## src/domain_name_syntax_check_unit_macros.svh

```systemverilog
// Assertion macros shared by the host name checker.
`ifndef DOMAIN_NAME_SYNTAX_CHECK_UNIT_MACROS_SVH
`define DOMAIN_NAME_SYNTAX_CHECK_UNIT_MACROS_SVH

// The consequent must hold in the same cycle as the antecedent.
`define DNSC_ASSERT_SAME(lbl, clk, rst_n, ante, cons) \
    lbl: assert property (@(posedge clk) disable iff (!rst_n) (ante) |-> (cons)) \
        else $error("host name checker assertion failed");

// The consequent must hold in the cycle after the antecedent.
`define DNSC_ASSERT_NEXT(lbl, clk, rst_n, ante, cons) \
    lbl: assert property (@(posedge clk) disable iff (!rst_n) (ante) |=> (cons)) \
        else $error("host name checker assertion failed");

`endif

```

## src/dnsc_pkg.sv

```systemverilog
package dnsc_pkg;

    // Limits on name and label length.
    localparam logic [7:0] NAME_MIN  = 8'd4;
    localparam logic [7:0] NAME_MAX  = 8'd253;
    localparam logic [6:0] LABEL_MAX = 7'd63;

    // Characters with a special role.
    localparam logic [7:0] CHAR_DOT    = 8'h2E;
    localparam logic [7:0] CHAR_HYPHEN = 8'h2D;

    // Status codes on the result channel.
    localparam logic [2:0] STATUS_OK           = 3'd0;
    localparam logic [2:0] STATUS_BAD_PORT     = 3'd1;
    localparam logic [2:0] STATUS_BAD_LENGTH   = 3'd2;
    localparam logic [2:0] STATUS_BAD_CHAR     = 3'd3;
    localparam logic [2:0] STATUS_DOT_AT_END   = 3'd4;
    localparam logic [2:0] STATUS_NO_DOT       = 3'd5;
    localparam logic [2:0] STATUS_LABEL_LENGTH = 3'd6;
    localparam logic [2:0] STATUS_LABEL_HYPHEN = 3'd7;

    // Codes of the first label error.
    localparam logic [1:0] LERR_NONE   = 2'd0;
    localparam logic [1:0] LERR_LENGTH = 2'd1;
    localparam logic [1:0] LERR_HYPHEN = 2'd2;

    // One input word as held in the input register.
    typedef struct packed {
        logic [7:0]  character;
        logic        last;
        logic [15:0] port;
    } byte_word_t;

    // Input register contents handed to the scan logic.
    typedef struct packed {
        logic       valid;
        byte_word_t word;
    } stage_t;

    // Result handed from the scan logic to the output register.
    typedef struct packed {
        logic       valid;
        logic [2:0] status;
    } result_t;

    // True for letters, digits, dot and hyphen.
    function automatic logic allowed_byte(input logic [7:0] c);
        return c inside {[8'h61:8'h7A], [8'h41:8'h5A], [8'h30:8'h39], CHAR_DOT, CHAR_HYPHEN};
    endfunction

    // Judges one finished label.
    function automatic logic [1:0] judge_label(input logic [6:0] len,
                                               input logic       starts_h,
                                               input logic       ends_h);
        logic [1:0] code;
        if (len == 7'd0 || len > LABEL_MAX) begin
            code = LERR_LENGTH;
        end
        else if (starts_h || ends_h) begin
            code = LERR_HYPHEN;
        end
        else begin
            code = LERR_NONE;
        end
        return code;
    endfunction

endpackage

```

## src/dnsc_if.sv

```systemverilog
// Byte channel: one byte of the host name per word.
interface dnsc_byte_if;
    logic        valid;
    logic        ready;
    logic [7:0]  character;
    logic        last;
    logic [15:0] port;

    modport source (output valid, output character, output last, output port, input ready);
    modport sink (input valid, input character, input last, input port, output ready);
endinterface

// Result channel: one status word per name.
interface dnsc_status_if;
    logic       valid;
    logic       ready;
    logic [2:0] status;

    modport source (output valid, output status, input ready);
    modport sink (input valid, input status, output ready);
endinterface

```

## src/dnsc_in_stage.sv

```systemverilog
module dnsc_in_stage (
    input  logic                clk,
    input  logic                rst_n,
    dnsc_byte_if.sink           bytes,
    input  logic                advance,
    output dnsc_pkg::stage_t    stage
);
    import dnsc_pkg::*;

    logic       valid_reg;
    logic       valid_next;
    byte_word_t word_reg;
    logic       accept;

    // The register takes a new word when empty or when its word moves on.
    assign bytes.ready = !valid_reg || advance;
    assign accept      = bytes.valid && bytes.ready;

    always_comb
    begin
        if (accept)
        begin
            valid_next = 1'b1;
        end
        else if (advance)
        begin
            valid_next = 1'b0;
        end
        else
        begin
            valid_next = valid_reg;
        end
    end

    always_ff @(posedge clk or negedge rst_n)
    begin
        if (!rst_n)
        begin
            valid_reg <= 1'b0;
        end
        else
        begin
            valid_reg <= valid_next;
        end
    end

    // Payload needs no reset.
    always_ff @(posedge clk)
    begin
        if (accept)
        begin
            word_reg.character <= bytes.character;
            word_reg.last      <= bytes.last;
            word_reg.port      <= bytes.port;
        end
    end

    assign stage.valid = valid_reg;
    assign stage.word  = word_reg;

endmodule

```

## src/dnsc_scan.sv

```systemverilog
`include "domain_name_syntax_check_unit_macros.svh"

module dnsc_scan (
    input  logic                clk,
    input  logic                rst_n,
    input  dnsc_pkg::stage_t    stage,
    input  logic                out_free,
    output logic                advance,
    output dnsc_pkg::result_t   result
);
    import dnsc_pkg::*;

    logic [7:0] name_length_reg, name_length_next;
    logic       bad_character_seen_reg, bad_character_seen_next;
    logic       first_byte_is_dot_reg, first_byte_is_dot_next;
    logic [7:0] previous_byte_reg, previous_byte_next;
    logic       dot_seen_reg, dot_seen_next;
    logic [6:0] label_length_reg, label_length_next;
    logic       label_starts_hyphen_reg, label_starts_hyphen_next;
    logic [1:0] first_label_error_reg, first_label_error_next;

    logic [7:0] c;
    logic       is_dot;
    logic       is_hyphen;
    logic       first;
    logic [7:0] len;
    logic [6:0] label_inc;
    logic       bad;
    logic       fdot;
    logic       any_dot;
    logic [1:0] lerr_dot;
    logic [1:0] lerr_final;
    logic [2:0] status;

    // A last byte waits until the output register is free.
    assign advance = stage.valid && (!stage.word.last || out_free);

    // Per-byte values.
    assign c         = stage.word.character;
    assign is_dot    = (c == CHAR_DOT);
    assign is_hyphen = (c == CHAR_HYPHEN);
    assign first     = (name_length_reg == 8'd0);
    assign len       = (name_length_reg == 8'hFF) ? 8'hFF : name_length_reg + 8'd1;
    assign label_inc = (label_length_reg == 7'h7F) ? 7'h7F : label_length_reg + 7'd1;
    assign bad       = bad_character_seen_reg || !allowed_byte(c);
    assign fdot      = first ? is_dot : first_byte_is_dot_reg;
    assign any_dot   = dot_seen_reg || is_dot;

    // Label verdict when a dot closes the label.
    always_comb
    begin
        if (first_label_error_reg == LERR_NONE)
        begin
            lerr_dot = judge_label(label_length_reg, label_starts_hyphen_reg,
                                   label_length_reg != 7'd0 &&
                                   previous_byte_reg == CHAR_HYPHEN);
        end
        else
        begin
            lerr_dot = first_label_error_reg;
        end
    end

    // Label verdict when the last byte closes the final label.
    always_comb
    begin
        if (!is_dot && first_label_error_reg == LERR_NONE)
        begin
            lerr_final = judge_label(label_inc,
                                     (label_length_reg == 7'd0) ? is_hyphen
                                                                : label_starts_hyphen_reg,
                                     is_hyphen);
        end
        else
        begin
            lerr_final = first_label_error_reg;
        end
    end

    // Status in check order.
    always_comb
    begin
        if (stage.word.port == 16'd0)
        begin
            status = STATUS_BAD_PORT;
        end
        else if (len > NAME_MAX || len < NAME_MIN)
        begin
            status = STATUS_BAD_LENGTH;
        end
        else if (bad)
        begin
            status = STATUS_BAD_CHAR;
        end
        else if (fdot || is_dot)
        begin
            status = STATUS_DOT_AT_END;
        end
        else if (!any_dot)
        begin
            status = STATUS_NO_DOT;
        end
        else if (lerr_final == LERR_LENGTH)
        begin
            status = STATUS_LABEL_LENGTH;
        end
        else if (lerr_final == LERR_HYPHEN)
        begin
            status = STATUS_LABEL_HYPHEN;
        end
        else
        begin
            status = STATUS_OK;
        end
    end

    assign result.valid  = advance && stage.word.last;
    assign result.status = status;

    // State update: the last byte clears everything for the next name.
    always_comb
    begin
        name_length_next         = name_length_reg;
        bad_character_seen_next  = bad_character_seen_reg;
        first_byte_is_dot_next   = first_byte_is_dot_reg;
        previous_byte_next       = previous_byte_reg;
        dot_seen_next            = dot_seen_reg;
        label_length_next        = label_length_reg;
        label_starts_hyphen_next = label_starts_hyphen_reg;
        first_label_error_next   = first_label_error_reg;
        if (advance)
        begin
            if (stage.word.last)
            begin
                name_length_next         = 8'd0;
                bad_character_seen_next  = 1'b0;
                first_byte_is_dot_next   = 1'b0;
                previous_byte_next       = 8'd0;
                dot_seen_next            = 1'b0;
                label_length_next        = 7'd0;
                label_starts_hyphen_next = 1'b0;
                first_label_error_next   = LERR_NONE;
            end
            else
            begin
                name_length_next        = len;
                bad_character_seen_next = bad;
                first_byte_is_dot_next  = fdot;
                previous_byte_next      = c;
                dot_seen_next           = any_dot;
                if (is_dot)
                begin
                    first_label_error_next   = lerr_dot;
                    label_length_next        = 7'd0;
                    label_starts_hyphen_next = 1'b0;
                end
                else
                begin
                    if (label_length_reg == 7'd0)
                    begin
                        label_starts_hyphen_next = is_hyphen;
                    end
                    label_length_next = label_inc;
                end
            end
        end
    end

    always_ff @(posedge clk or negedge rst_n)
    begin
        if (!rst_n)
        begin
            name_length_reg         <= 8'd0;
            bad_character_seen_reg  <= 1'b0;
            first_byte_is_dot_reg   <= 1'b0;
            previous_byte_reg       <= 8'd0;
            dot_seen_reg            <= 1'b0;
            label_length_reg        <= 7'd0;
            label_starts_hyphen_reg <= 1'b0;
            first_label_error_reg   <= LERR_NONE;
        end
        else
        begin
            name_length_reg         <= name_length_next;
            bad_character_seen_reg  <= bad_character_seen_next;
            first_byte_is_dot_reg   <= first_byte_is_dot_next;
            previous_byte_reg       <= previous_byte_next;
            dot_seen_reg            <= dot_seen_next;
            label_length_reg        <= label_length_next;
            label_starts_hyphen_reg <= label_starts_hyphen_next;
            first_label_error_reg   <= first_label_error_next;
        end
    end

    // A finished name leaves the counters cleared.
    `DNSC_ASSERT_NEXT(a_clear_after_last, clk, rst_n, advance && stage.word.last, name_length_reg == 8'd0 && label_length_reg == 7'd0)
    // A label cannot hold bytes while the name holds none.
    `DNSC_ASSERT_SAME(a_label_within_name, clk, rst_n, name_length_reg == 8'd0, label_length_reg == 7'd0)
    // Before any dot, in a name under 127 bytes, the one label spans the whole name.
    `DNSC_ASSERT_SAME(a_single_label, clk, rst_n, !dot_seen_reg && name_length_reg < 8'd127, label_length_reg == name_length_reg[6:0])
    // A result is only given when a word moves on.
    `DNSC_ASSERT_SAME(a_result_needs_room, clk, rst_n, result.valid, out_free && stage.valid)

endmodule

```

## src/dnsc_out_stage.sv

```systemverilog
module dnsc_out_stage (
    input  logic                clk,
    input  logic                rst_n,
    input  dnsc_pkg::result_t   result_in,
    output logic                out_free,
    dnsc_status_if.source       result
);
    import dnsc_pkg::*;

    logic       valid_reg;
    logic       valid_next;
    logic [2:0] status_reg;

    // Room for a new status when empty or when the held one is taken.
    assign out_free = !valid_reg || result.ready;

    always_comb
    begin
        if (result_in.valid)
        begin
            valid_next = 1'b1;
        end
        else if (result.ready)
        begin
            valid_next = 1'b0;
        end
        else
        begin
            valid_next = valid_reg;
        end
    end

    always_ff @(posedge clk or negedge rst_n)
    begin
        if (!rst_n)
        begin
            valid_reg <= 1'b0;
        end
        else
        begin
            valid_reg <= valid_next;
        end
    end

    always_ff @(posedge clk)
    begin
        if (result_in.valid)
        begin
            status_reg <= result_in.status;
        end
    end

    assign result.valid  = valid_reg;
    assign result.status = status_reg;

endmodule

```

## src/domain_name_syntax_check_unit.sv

```systemverilog
// Channel   Role   Word contents
// bytes     sink   character[7:0], last, port[15:0]
// result    source status[2:0], one word per name
//
// One byte is taken per cycle unless the last byte of a name waits in the
// input register for a free output register. The status is offered by the
// output register; the checks sit between it and the input register.
// Reset clears all name state and empties both registers.
// A stalled result holds the last byte of the next name in the input register;
// bytes before it keep flowing.
module domain_name_syntax_check_unit (
    input  logic          clk,
    input  logic          rst_n,
    dnsc_byte_if.sink     bytes,
    dnsc_status_if.source result
);
    import dnsc_pkg::*;

    stage_t  stage;
    result_t scan_result;
    logic    advance;
    logic    out_free;

    dnsc_in_stage u_in_stage (
        .clk     (clk),
        .rst_n   (rst_n),
        .bytes   (bytes),
        .advance (advance),
        .stage   (stage)
    );

    dnsc_scan u_scan (
        .clk      (clk),
        .rst_n    (rst_n),
        .stage    (stage),
        .out_free (out_free),
        .advance  (advance),
        .result   (scan_result)
    );

    dnsc_out_stage u_out_stage (
        .clk       (clk),
        .rst_n     (rst_n),
        .result_in (scan_result),
        .out_free  (out_free),
        .result    (result)
    );

endmodule
```

## src/flat_wrapper.sv

```systemverilog
// flat-port wrapper written by rule: the top's interface ports become plain ports
module domain_name_syntax_check_unit_flat import dnsc_pkg::*;
  (clk, rst_n, bytes_valid, bytes_character, bytes_last, bytes_port, bytes_ready, result_valid, result_status, result_ready);
  dnsc_byte_if bytes_i ();
  dnsc_status_if result_i ();
  input  logic clk;
  input  logic rst_n;
  input wire logic [$bits(bytes_i.valid)-1:0] bytes_valid;
  input wire logic [$bits(bytes_i.character)-1:0] bytes_character;
  input wire logic [$bits(bytes_i.last)-1:0] bytes_last;
  input wire logic [$bits(bytes_i.port)-1:0] bytes_port;
  output wire logic [$bits(bytes_i.ready)-1:0] bytes_ready;
  output wire logic [$bits(result_i.valid)-1:0] result_valid;
  output wire logic [$bits(result_i.status)-1:0] result_status;
  input wire logic [$bits(result_i.ready)-1:0] result_ready;
  assign bytes_i.valid = bytes_valid;
  assign bytes_i.character = bytes_character;
  assign bytes_i.last = bytes_last;
  assign bytes_i.port = bytes_port;
  assign bytes_ready = bytes_i.ready;
  assign result_valid = result_i.valid;
  assign result_status = result_i.status;
  assign result_i.ready = result_ready;
  domain_name_syntax_check_unit u_core (.clk(clk), .rst_n(rst_n), .bytes(bytes_i), .result(result_i));
endmodule
```

## config.mk

```make
export PLATFORM = sky130hd
export DESIGN_NAME = domain_name_syntax_check_unit_flat
export DESIGN_NICKNAME = d
export VERILOG_FILES = /design/src/dnsc_pkg.sv /design/src/dnsc_if.sv /design/src/dnsc_in_stage.sv /design/src/dnsc_scan.sv /design/src/dnsc_out_stage.sv /design/src/domain_name_syntax_check_unit.sv /design/src/flat_wrapper.sv
export VERILOG_INCLUDE_DIRS = /design/src /design/src/src
export SDC_FILE = /design/constraint.sdc
export NUM_CORES = 1
export LEC_CHECK = 0
export BUFFER_PORTS_ARGS = -buffer_cell sky130_fd_sc_hd__buf_2
export CORE_ASPECT_RATIO = 1.75
export CORE_MARGIN = 1.5
export CORE_UTILIZATION = 60
export CTS_CLUSTER_DIAMETER = 60
export DETAILED_ROUTE_END_ITERATION = 10
export PLACE_DENSITY_LB_ADDON = 0.1
export SLEW_MARGIN = 30
export SYNTH_ARGS = -nofsm -noshare
export SYNTH_HDL_FRONTEND = slang
export SYNTH_SLANG_ARGS = --single-unit
```

## constraint.sdc

```tcl
create_clock -name clk -period 6.08 [get_ports clk]
set_clock_uncertainty 0.15 [all_clocks]
set_input_delay 1.216 -clock clk [delete_from_list [all_inputs] [get_ports clk]]
set_output_delay 1.216 -clock clk [all_outputs]
set_load 0.005 [all_outputs]
```

==> key figures, run 1 <==
Yosys
  • Synth Area in Simple Gates: 20.9%
  • Synthesized cell area: 2940 um^2
  • Post-synth ARST share: 52.5%
  • FF+latch count, synth: 59
  • XOR/XNOR Fraction of Synth Area: 0.298%
  • Post-Synthesis Cells: 279
  • Dominant cell type by area after synthesis: edfxtp_1
  • Synth top area cells: edfxtp_1, dfrtp_1, nand2_1, a21oi_1, o21ai_0
  • Seq/Total Area, Yosys: 55.0%
  • Largest family of logic cells by synthesized area: simple AND/OR/NAND/NOR gates
  • Top_reg_cell synth: dfrtp_1
  • Compound-Gate Fraction of Synth Area: 17.9%
  • Synth top cells by count: dfrtp_1, edfxtp_1, nand2_1
  • Post-synth EDFFs: 28
  • Count leader, synth: dfrtp_1
  • Synth unique cells: 56
  • Syn_area_per_cell: 10.5 um^2
  • Synth Warn #: 0
  • Multiplexer share of the synthesized area: 0.341%
  • Adder-cell share of the synthesized area: 2.13%
  • Synth top area share: 28.6%
  • Synthesized Nets: 313

Timing
  • RSZ-0062 raised after global routing: false
  • Hold Fails Final Rpt: 0
  • Period utilization: 52.6%
  • # setup viols final: 0
  • Count of pins over their slew limit: 0
  • Worst-Margin Slew: 734 ps
  • Relative slew slack: 50.9%
  • Setup TNS: 0 ps
  • Fmax: 313 MHz
  • Final min period: 3200 ps
  • Final Worst Setup Slack: 2880 ps

Outcome
  • Outcome: complete, no violations

Global route
  • Vias in the first global route: 2318
  • Grt total ovfl: 0
  • First-pass GRT wire length: 10300 um
  • Gr usage total: 25.6%
  • Largest net degree at the start of global routing: 32
  • Initial antenna violation count: 0

Clock tree
  • Cts bufs inserted: 9
  • H-tree Lvls: 3
  • Deepest clock path buffer count: 2
  • Worst-skew pair later-pin latency: 340 ps
  • CTS tree: done
  • Cts repair resizes: 0
  • Post-CTS setup buffer count: 0
  • Clock Sink Count: 59
  • Post-CTS Hold Buffers: 0
  • Clk slew on worst S/H paths: 70 ps
  • Root Buffer: clkbuf_8

Finish
  • Antenna diodes: 0
  • Area Growth Syn to Fin: 14.2%
  • Max FFs per register: 25
  • Share of cells above drive strength 1: 18.1%
  • Nets@finish: 344

Critical path
  • Crit path cell chain: inv_1 -> ha_1 -> or4b_2 -> nor3_1 -> o21bai_1 -> a31o_2 -> ha_1 -> and3b_1 -> o41a_1
  • Buffers & Inverters on Critical Path: 1
  • CP required: 6010 ps
  • R2R Setup Slk: 2880 ps
  • Crit path max fanout: 6
  • Critical-path top delay cell: or4b_2
  • R2r startpoint: u_core.u_scan.label_length_reg[0]
  • Worst r2r path cells: 9
  • Reg2reg end: u_core.u_out_stage.result.status[1]
  • CP endpoint: u_core.u_out_stage.result.status[1]
  • Crit path top cell by count: ha_1
  • Worst path depth: 9
  • Crit end category: flop
  • Largest stage delay, worst path: 580 ps
  • Startpoint type of the worst setup path: flop
  • Top Family by Delay on Critical Path: simple AND/OR/NAND/NOR gates
  • Worst setup path start: u_core.u_scan.label_length_reg[0]
  • Worst path arrival time: 3130 ps
  • Critical path class: flop to flop

Power
  • Pleak: 1.40 nW
  • Pwr per Cell Area: 299 nW/um^2
  • Worst IR Drop VDD: 0.247 mV

Floorplanning
  • Die Span Y: 95.5 um
  • Num rows: 33
  • I/O pins: 34
  • DIE AREA: 5340 um^2
  • Core Region: 4710 um^2
  • Initial Util: 62.4%
  • Die outline width: 55.9 um

Hold path
  • HP Class: flop to flop

Placement
  • Dpl hpwl: 4460 um
  • GP Congestion: 0.912
  • Pre-CTS setup slack: 2920 ps
  • Port buffer count: 33

Route
  • DRT Pass-1 Iters: 4
  • DR WL/cell: 16.7 um
  • Post-DR vias/cell: 6.25
  • Final wirelength: 6120 um
  • Post-route ant nets: 0
  • Number of DRC markers in iteration 0: 177
  • Detailed-route via count: 2295
  • DRC violations left: 0

Run
  • Max-cap violations: 0
==> worst reg2reg max path, stage by stage, from the launching register on <==
cell and delay [ps]:
dfrtp_1 430, inv_1 110, ha_1 150, or4b_2 580, nor3_1 370, o21bai_1 120
a31o_2 250, ha_1 290, and3b_1 180, o41a_1 310
==> per-stage QoR <==
step | instance area [um^2] | power, W | utilization (%) | hold WS, ps | instances
after CTS | 3350 | 0.00101 | 71.2 | 319 | 367
after global routing | 3350 | 0.00104 | 71.3 | 354 | 367
after detailed placement | 3110 | 0.000585 | 66.1 | 305 | 351
after floorplan | 2940 | 0.000547 | - | 280 | 279
after global placement | 3110 | 0.000582 | 66.1 | 299 | 351
final | 3350 | 0.00100 | 71.3 | 316 | 367
==> routing by layer <==
layer | wire length [um] | GRT usage, %
met1 | 2280 | 25.4
met4 | 226 | 17.1
met5 | 0 | 0
met3 | 206 | 5.43
met2 | 3410 | 47.3
==> worst min-delay path by stage <==
stage,start,to,slack (ps),cells after the start
floorplan,u_core.u_scan.previous_byte_reg[1],u_core.u_scan.previous_byte_reg[1],280,2
global placement,u_core.u_scan.previous_byte_reg[4],u_core.u_scan.previous_byte_reg[4],300,2
detailed placement,u_core.u_scan.previous_byte_reg[4],u_core.u_scan.previous_byte_reg[4],310,2
CTS,u_core.u_scan.previous_byte_reg[4],u_core.u_scan.previous_byte_reg[4],320,2
global route,u_core.u_scan.first_byte_is_dot_reg,u_core.u_scan.first_byte_is_dot_reg,350,1
finish,u_core.u_scan.previous_byte_reg[4],u_core.u_scan.previous_byte_reg[4],320,2
==> cell families (layout without fill, tap and decap cells) <==
family,Yosys count,after routing
AND/OR/NAND/NOR,111,111
AO/OA/AOI/OAI,77,77
flip-flops,59,59
buffers and inverters,25,61
adder cells (fa/ha/maj),5,5
XOR/XNOR,1,1
multiplexers,1,1
==> cell type report <==
type,instances,area (um^2)
Multi-Input combinational cell,195,1220
Sequential cell,59,1620
Tap cell,52,65.1
Clock buffer,9,124
Clock inverter,7,116
Timing Repair Buffer,33,165
Inverter,12,45.0
Fill cell,370,1350
==> power breakdown <==
group | total, W | switching, W | internal (W) | leakage, nW
registers | 0.000473 | 0.0000247 | 0.000448 | 0.683
clock network | 0.000424 | 0.000153 | 0.000270 | 0.109
logic | 0.000106 | 0.0000629 | 0.0000431 | 0.604
total | 0.00100 | 0.000241 | 0.000761 | 1.40
==> cells in the final DEF (no fill, tap or decap), types with 9 or more instances in the layout <==
master / n
nand3_1: 13
a21oi_1: 18
clkbuf_8: 9
nor2_1: 16
edfxtp_1: 28
dfrtp_1: 31
nand2b_1: 10
o21ai_0: 17
buf_2: 33
nor4_1: 9
nand2_1: 27
inv_1: 12
Power figures use the tool's default switching activity.
==> run 2: changes to the inputs <==
Settings changed: ABC_AREA set to 1, CORE_UTILIZATION 60 to 52.
Clock period 6.08 ns to 2.8 ns, I/O delays scaled along.
==> run 2 against run 1 <==
Synthesized area is 3.7% lower. Combinational power is 150% higher. Clock power up 72%. Maximum frequency is 30% higher. Sequential share of layout area rose by 1.8 points. Non-clock buffer count increased by 2. Setup slack lost 2500 ps. Critical path type unchanged.
==> key figures, run 2 <==
Global route
  • Largest net degree at the start of global routing: 32 (unchanged)
  • Vias in the first global route: 2186 (was 2318)
  • Initial antenna violation count: 0 (unchanged)
  • First-pass GRT wire length: 9560 um (was 10300 um)
  • Grt total ovfl: 0 (unchanged)
  • Gr usage total: 21.6% (was 25.6%)

Timing
  • Worst-Margin Slew: 725 ps (was 734 ps)
  • Final min period: 2460 ps (was 3200 ps)
  • Period utilization: 87.8% (was 52.6%)
  • Final Worst Setup Slack: 343 ps (was 2880 ps)
  • Count of pins over their slew limit: 0 (unchanged)
  • Hold Fails Final Rpt: 0 (unchanged)
  • Fmax: 407 MHz (was 313 MHz)
  • Setup TNS: 0 ps (unchanged)
  • Min Hold Slack: 126 ps (was 316 ps)
  • # setup viols final: 0 (unchanged)
  • Relative slew slack: 51.6% (was 50.9%)
  • RSZ-0062 raised after global routing: false (unchanged)

Critical path
  • CP required: 2750 ps (was 6010 ps)
  • Crit end category: flop (unchanged)
  • Startpoint type of the worst setup path: flop (unchanged)
  • CP endpoint: u_core.u_out_stage.result.status[1] (unchanged)
  • Worst setup path start: u_core.u_scan.label_length_reg[1] (was u_core.u_scan.label_length_reg[0])
  • Worst path arrival time: 2410 ps (was 3130 ps)
  • R2R Setup Slk: 340 ps (was 2880 ps)
  • Worst r2r path cells: 17 (was 9)
  • R2r startpoint: u_core.u_scan.label_length_reg[1] (was u_core.u_scan.label_length_reg[0])
  • Critical path class: flop to flop (unchanged)
  • Reg2reg end: u_core.u_out_stage.result.status[1] (unchanged)
  • Crit path max fanout: 4 (was 6)

Route
  • Metal2 WL: 2970 um (was 3410 um)
  • Met1 Wirelength: 2290 um (was 2280 um)
  • Post-route ant nets: 0 (unchanged)
  • Post-DR vias/cell: 5.45 (was 6.25)
  • DR WL/cell: 13.8 um (was 16.7 um)
  • Final wirelength: 5620 um (was 6120 um)
  • Number of DRC markers in iteration 0: 101 (was 177)
  • Top routing layer in use: met4 (unchanged)
  • DRT Pass-1 Iters: 4 (unchanged)
  • DRC violations left: 0 (unchanged)
  • Met3 wire length: 202 um (was 206 um)
  • Detailed-route via count: 2218 (was 2295)

Floorplanning
  • Core Region: 5260 um^2 (was 4710 um^2)
  • I/O pins: 34 (unchanged)
  • DIE AREA: 5910 um^2 (was 5340 um^2)
  • Die Span Y: 101 um (was 95.5 um)
  • Initial Util: 53.8% (was 62.4%)
  • Die outline width: 58.8 um (was 55.9 um)
  • Num rows: 35 (was 33)

Yosys
  • Synth top cells by count: nand2_1, inv_1, dfrtp_1 (was dfrtp_1, edfxtp_1, nand2_1)
  • Synth top area share: 29.7% (was 28.6%)
  • Post-synth ARST share: 52.5% (unchanged)
  • Count leader, synth: nand2_1 (was dfrtp_1)
  • Synth top area cells: edfxtp_1, dfrtp_1, nand2_1, inv_1, o21ai_0 (was edfxtp_1, dfrtp_1, nand2_1, a21oi_1, o21ai_0)
  • Synth Warn #: 0 (unchanged)
  • FF+latch count, synth: 59 (unchanged)
  • Post-Synthesis Cells: 305 (was 279)
  • Synth unique cells: 31 (was 56)
  • Synthesized cell area: 2830 um^2 (was 2940 um^2)
  • Seq/Total Area, Yosys: 57.1% (was 55.0%)
  • Syn_area_per_cell: 9.28 um^2 (was 10.5 um^2)
  • Top_reg_cell synth: dfrtp_1 (unchanged)
  • Synthesized Nets: 339 (was 313)
  • Post-synth EDFFs: 28 (unchanged)
  • Dominant cell type by area after synthesis: edfxtp_1 (unchanged)

Finish
  • Area Growth Syn to Fin: 14.3% (was 14.2%)
  • Finished Layout Cells: 407 (was 367)
  • Register area: 1620 um^2 (unchanged)
  • Multi-input gate area: 1010 um^2 (was 1220 um^2)
  • Layout fillers: 451 (was 370)
  • Max FFs per register: 25 (unchanged)
  • Most frequent cells in the layout: nand2_1, inv_1, buf_2 (was buf_2, dfrtp_1, edfxtp_1)
  • Commonest non-fill, non-tap cell in the layout: nand2_1 (was buf_2)
  • Share of cells above drive strength 1: 19.3% (was 18.1%)
  • Nets@finish: 381 (was 344)
  • Antenna diodes: 0 (unchanged)

Placement
  • Pre-CTS setup slack: 334 ps (was 2920 ps)
  • Placed insts: 391 (was 351)
  • GP Congestion: 0.902 (was 0.912)
  • Port buffer count: 33 (unchanged)
  • Dpl hpwl: 4150 um (was 4460 um)

Clock tree
  • Worst-skew pair later-pin latency: 330 ps (was 340 ps)
  • Post-CTS setup buffer count: 0 (unchanged)
  • H-tree Lvls: 3 (unchanged)
  • Deepest clock path buffer count: 2 (unchanged)
  • Cts repair resizes: 0 (unchanged)
  • Clk slew on worst S/H paths: 70 ps (about the same)
  • Root Buffer: clkbuf_8 (unchanged)
  • Clock Sink Count: 59 (unchanged)
  • Post-CTS Hold Buffers: 0 (unchanged)
  • Cts bufs inserted: 9 (unchanged)
  • CTS tree: done (unchanged)

Power
  • NetSw: 0.000541 W (was 0.000241 W)
  • Clock power frac: 36.1% (was 42.3%)
  • Net Sw Frac: 26.8% (was 24.0%)
  • Pint: 0.00148 W (was 0.000761 W)
  • Pwr per Cell Area: 624 nW/um^2 (was 299 nW/um^2)
  • Total power: 0.00202 W (was 0.00100 W)
  • Worst IR Drop VDD: 0.463 mV (was 0.247 mV)
  • Comb power frac: 13.0% (was 10.6%)
  • Pleak: 1.52 nW (was 1.40 nW)
  • Sequential share of power: 50.9% (was 47.2%)

Outcome
  • Outcome: complete, no violations (unchanged)

Run
  • Max-cap violations: 0 (unchanged)

Hold path
  • HP Class: input port to asynchronous set/reset pin (was flop to flop)
run 2: cell types whose count changed after synthesis, sizes merged, moves of 10 or more:
cell and change:
o21ai +12, nand2b -10, nand2 +42, nor2 +13
inv +35, a21oi -14
run 2: kinds of logic after synthesis:
| kind of cell | Yosys count | synth area share [%] |
|---|---|---|
| compound gates | 47 | 9.51 |
| xor+xnor | 4 | 1.24 |
| fa+ha+maj | 5 | 2.21 |
| buf+inv | 51 | 7.21 |
| flops | 59 | 57.1 |
| simple gates | 139 | 22.7 |
run 2: worst max-delay path: stages (launching register included):
cell     delay (ps)
dfrtp_1         380
ha_1            210
nand3_2         130
nor3_1          280
nand2_1         140
nand2_1          80
inv_1            50
nand3_1         100
nand2_1          50
o21ai_1          80
ha_1            180
inv_1            40
nand2_1          50
nor2_1           40
nor2_1           80
nand3_1          80
nand2_1          60
inv_1            40
run 2: layout make-up:
cell class              instances  area share [%]
clock inverters                 7            1.82
well taps                      55            2.13
repair buffers                 35            5.57
flip-flops and latches         59            50.0
clock buffers                   9            3.83
multi-input cells             195            31.2
inverters                      47            5.46
run 2: how the worst min path moves through the flow:
stage                                       start                            endpoint  slack [ps]  depth (start not counted)
6_report                                    rst_n   u_core.u_scan.label_length_reg[3]         130                          1
5_1_grt                                     rst_n   u_core.u_scan.label_length_reg[3]         200                          1
4_1_cts                                     rst_n   u_core.u_scan.label_length_reg[3]         150                          1
3_5_place_dp   u_core.u_scan.previous_byte_reg[0]  u_core.u_scan.previous_byte_reg[0]         330                          2
3_3_place_gp   u_core.u_scan.previous_byte_reg[4]  u_core.u_scan.previous_byte_reg[4]         320                          2
2_1_floorplan                               rst_n         u_core.u_in_stage.valid_reg         110                          0
run 2: routing by layer:
layer / track usage, % / vias to the layer above
met5: 0 / -
met3: 4.75 / 15
met4: 12.2 / 0
met1: 25.0 / 1041
met2: 35.9 / 57
li1: - / 1105
run 2: metrics by stage:
| stage | area [um^2] | utilization, % |
|---|---|---|
| after floorplan | 2830 | - |
| after global placement | 3050 | 58.0 |
| after detailed placement | 3050 | 58.0 |
| after CTS | 3230 | 61.5 |
| after global routing | 3230 | 61.5 |
| final | 3230 | 61.5 |
run 2: power by group through the flow:
stage / combinational, W / sequential, W / clock [W]
floorplan: 0.000190 / 0.00103 / 0
global placement: 0.000259 / 0.00104 / 0
detailed placement: 0.000262 / 0.00104 / 0
CTS: 0.000264 / 0.00103 / 0.000740
global route: 0.000300 / 0.00104 / 0.000772
finish: 0.000263 / 0.00103 / 0.000728
==> run 3: changes to the inputs <==
--- a/config.mk
+++ b/config.mk
@@ -10,2 +10,3 @@
 export BUFFER_PORTS_ARGS = -buffer_cell sky130_fd_sc_hd__buf_2
+export CAP_MARGIN = 20
 export CORE_ASPECT_RATIO = 1.75
==> constraint.sdc (replaced) <==
create_clock -name clk -period 2.8 [get_ports clk]
set_clock_uncertainty 0.15 [all_clocks]
set_input_delay 0 -clock clk [delete_from_list [all_inputs] [get_ports clk]]
set_output_delay 0 -clock clk [all_outputs]
set_load 0.005 [all_outputs]
==> run 3 against run 2 <==
Cell area grew 9.4%. Global-route usage is 1.5 points higher. Routed wire length grew 8.8%. Worst hold slack worse by 26 ps. Combinational power up 13%. Count of clock-buffer cells in the layout rose by 1. Sequential cell count did not move. Maximum frequency shrank 0.41%. Clock power up 2%. Critical path type unchanged. Largest power group unchanged.
==> key figures, run 3 (synthesis gave the netlist of run 2 again) <==
Global route
  • Vias in the first global route: 2343 (was 2186)
  • Grt total ovfl: 0 (unchanged)
  • First-pass GRT wire length: 10200 um (was 9560 um)
  • Gr usage total: 23.1% (was 21.6%)
  • Initial antenna violation count: 0 (unchanged)
  • Largest net degree at the start of global routing: 32 (unchanged)

Critical path
  • Worst path arrival time: 2420 ps (was 2410 ps)
  • Startpoint type of the worst setup path: flop (unchanged)
  • R2r startpoint: u_core.u_scan.label_length_reg[0] (was u_core.u_scan.label_length_reg[1])
  • R2R Setup Slk: 330 ps (was 340 ps)
  • Crit end category: flop (unchanged)
  • Worst r2r path cells: 16 (was 17)
  • Crit path max fanout: 4 (unchanged)
  • Critical path class: flop to flop (unchanged)
  • CP required: 2750 ps (about the same)
  • Reg2reg end: u_core.u_out_stage.result.status[1] (unchanged)

Floorplanning
  • DIE AREA: 5910 um^2 (unchanged)
  • Die Span Y: 101 um (unchanged)
  • Initial Util: 53.8% (unchanged)
  • Num rows: 35 (unchanged)
  • Die outline width: 58.8 um (unchanged)
  • I/O pins: 34 (unchanged)
  • Core Region: 5260 um^2 (unchanged)

Finish
  • Design Area, Final: 3540 um^2 (was 3230 um^2)
  • Layout fillers: 395 (was 451)
  • Commonest non-fill, non-tap cell in the layout: nand2_1 (unchanged)
  • Max FFs per register: 25 (unchanged)
  • Nets@finish: 410 (was 381)
  • Final Core Density: 67.3% (was 61.5%)
  • Share of cells above drive strength 1: 18.1% (was 19.3%)
  • Area Growth Syn to Fin: 25.0% (was 14.3%)
  • Antenna diodes: 0 (unchanged)
  • Most frequent cells in the layout: nand2_1, inv_1, buf_2 (unchanged)

Timing
  • Worst-Margin Slew: 709 ps (was 725 ps)
  • Relative slew slack: 52.7% (was 51.6%)
  • Count of pins over their slew limit: 0 (unchanged)
  • Final min period: 2470 ps (was 2460 ps)
  • Min Hold Slack: 99.7 ps (was 126 ps)
  • Setup TNS: 0 ps (unchanged)
  • # setup viols final: 0 (unchanged)
  • Period utilization: 88.1% (was 87.8%)
  • Fmax: 405 MHz (was 407 MHz)
  • RSZ-0062 raised after global routing: false (unchanged)
  • Hold Fails Final Rpt: 0 (unchanged)

Run
  • Max-cap violations: 0 (unchanged)

Clock tree
  • Worst-skew pair later-pin latency: 330 ps (about the same)
  • H-tree Lvls: 3 (unchanged)
  • Root Buffer: clkbuf_8 (unchanged)
  • Deepest clock path buffer count: 2 (unchanged)
  • Cts bufs inserted: 9 (unchanged)
  • CTS tree: done (unchanged)
  • Cts repair resizes: 0 (unchanged)
  • Clock Sink Count: 59 (unchanged)
  • Clk slew on worst S/H paths: 70 ps (about the same)

Route
  • Post-DR vias/cell: 5.35 (was 5.45)
  • DRT Pass-1 Iters: 4 (unchanged)
  • Number of DRC markers in iteration 0: 73 (was 101)
  • Post-route ant nets: 0 (unchanged)
  • Detailed-route via count: 2333 (was 2218)
  • Final wirelength: 6110 um (was 5620 um)
  • DR WL/cell: 14.0 um (was 13.8 um)
  • DRC violations left: 0 (unchanged)

Placement
  • GP Congestion: 0.890 (was 0.902)
  • Port buffer count: 33 (unchanged)
  • Dpl cell area: 3040 um^2 (was 3050 um^2)
  • Dpl hpwl: 4050 um (was 4150 um)

Power
  • Worst IR Drop VDD: 0.450 mV (was 0.463 mV)
  • Total power: 0.00207 W (was 0.00202 W)
  • Pwr per Cell Area: 585 nW/um^2 (was 624 nW/um^2)
  • Pleak: 1.64 nW (was 1.52 nW)

Outcome
  • Outcome: complete, no violations (unchanged)

Hold path
  • HP Class: input port to asynchronous set/reset pin (unchanged)
-- run 3: report_power, final --
part           switching [W]  internal, W  leakage, nW  total [W]
Sequential         0.0000465     0.000980        0.683    0.00103
Combinational       0.000172     0.000125        0.869   0.000297
Clock               0.000336     0.000410       0.0885   0.000746
Total               0.000555      0.00152         1.64    0.00207
-- run 3: worst max path at each step --
stage	from	to	slack (ps)
after floorplan	u_core.u_scan.label_length_reg[0]	u_core.u_out_stage.result.status[1]	550
after global placement	u_core.u_scan.label_length_reg[0]	u_core.u_out_stage.result.status[1]	410
after detailed placement	u_core.u_scan.label_length_reg[1]	u_core.u_out_stage.result.status[1]	340
after CTS	u_core.u_scan.label_length_reg[0]	u_core.u_out_stage.result.status[1]	340
after global routing	u_core.u_scan.label_length_reg[1]	u_core.u_out_stage.result.status[1]	30
final	u_core.u_scan.label_length_reg[0]	u_core.u_out_stage.result.status[1]	330
-- run 3: through the flow --
stage          setup slack (ps)  std cells
3_3_place_gp                412        390
3_5_place_dp                343        390
6_report                    333        436
2_1_floorplan               551        305
4_1_cts                     339        436
5_1_grt                    33.9        436
-- run 3: layer usage --
layer / part of all wire (%) / track usage (%) / up-vias
met1: 39 / 25.1 / 1100
met3: 3.7 / 4.75 / 16
met5: 0 / 0 / -
met2: 54 / 40.6 / 52
li1: - / - / 1165
met4: 3.3 / 12.6 / 0
-- run 3: worst max-delay path, stage by stage (launching register included) --
cell     delay (ps)
dfrtp_1         400
ha_1            230
nand3_2         120
xor2_1          210
nand2_1          90
nor2_1          100
nand3_1         100
nand2_1          60
o21ai_1          60
ha_1            310
inv_1            50
nand2_1          60
nor2_1           40
nor2_1           80
nand3_1          80
nand2_1          60
inv_1            40
-- run 3: repair_timing --
action / CTS / global route
buffers inserted: 0 / 0
hold endpoints to repair: 58 / 0
hold buffers: 30 / 0
-- run 3: layout make-up --
type | count | area [um^2] | share of cell area (%)
inverter | 47 | 176 | 4.99
multi-input combinational | 195 | 1010 | 28.5
timing repair buffer | 64 | 473 | 13.4
tap | 55 | 68.8 | 1.95
clock buffer | 10 | 128 | 3.61
sequential | 59 | 1620 | 45.7
clock inverter | 6 | 66.3 | 1.87
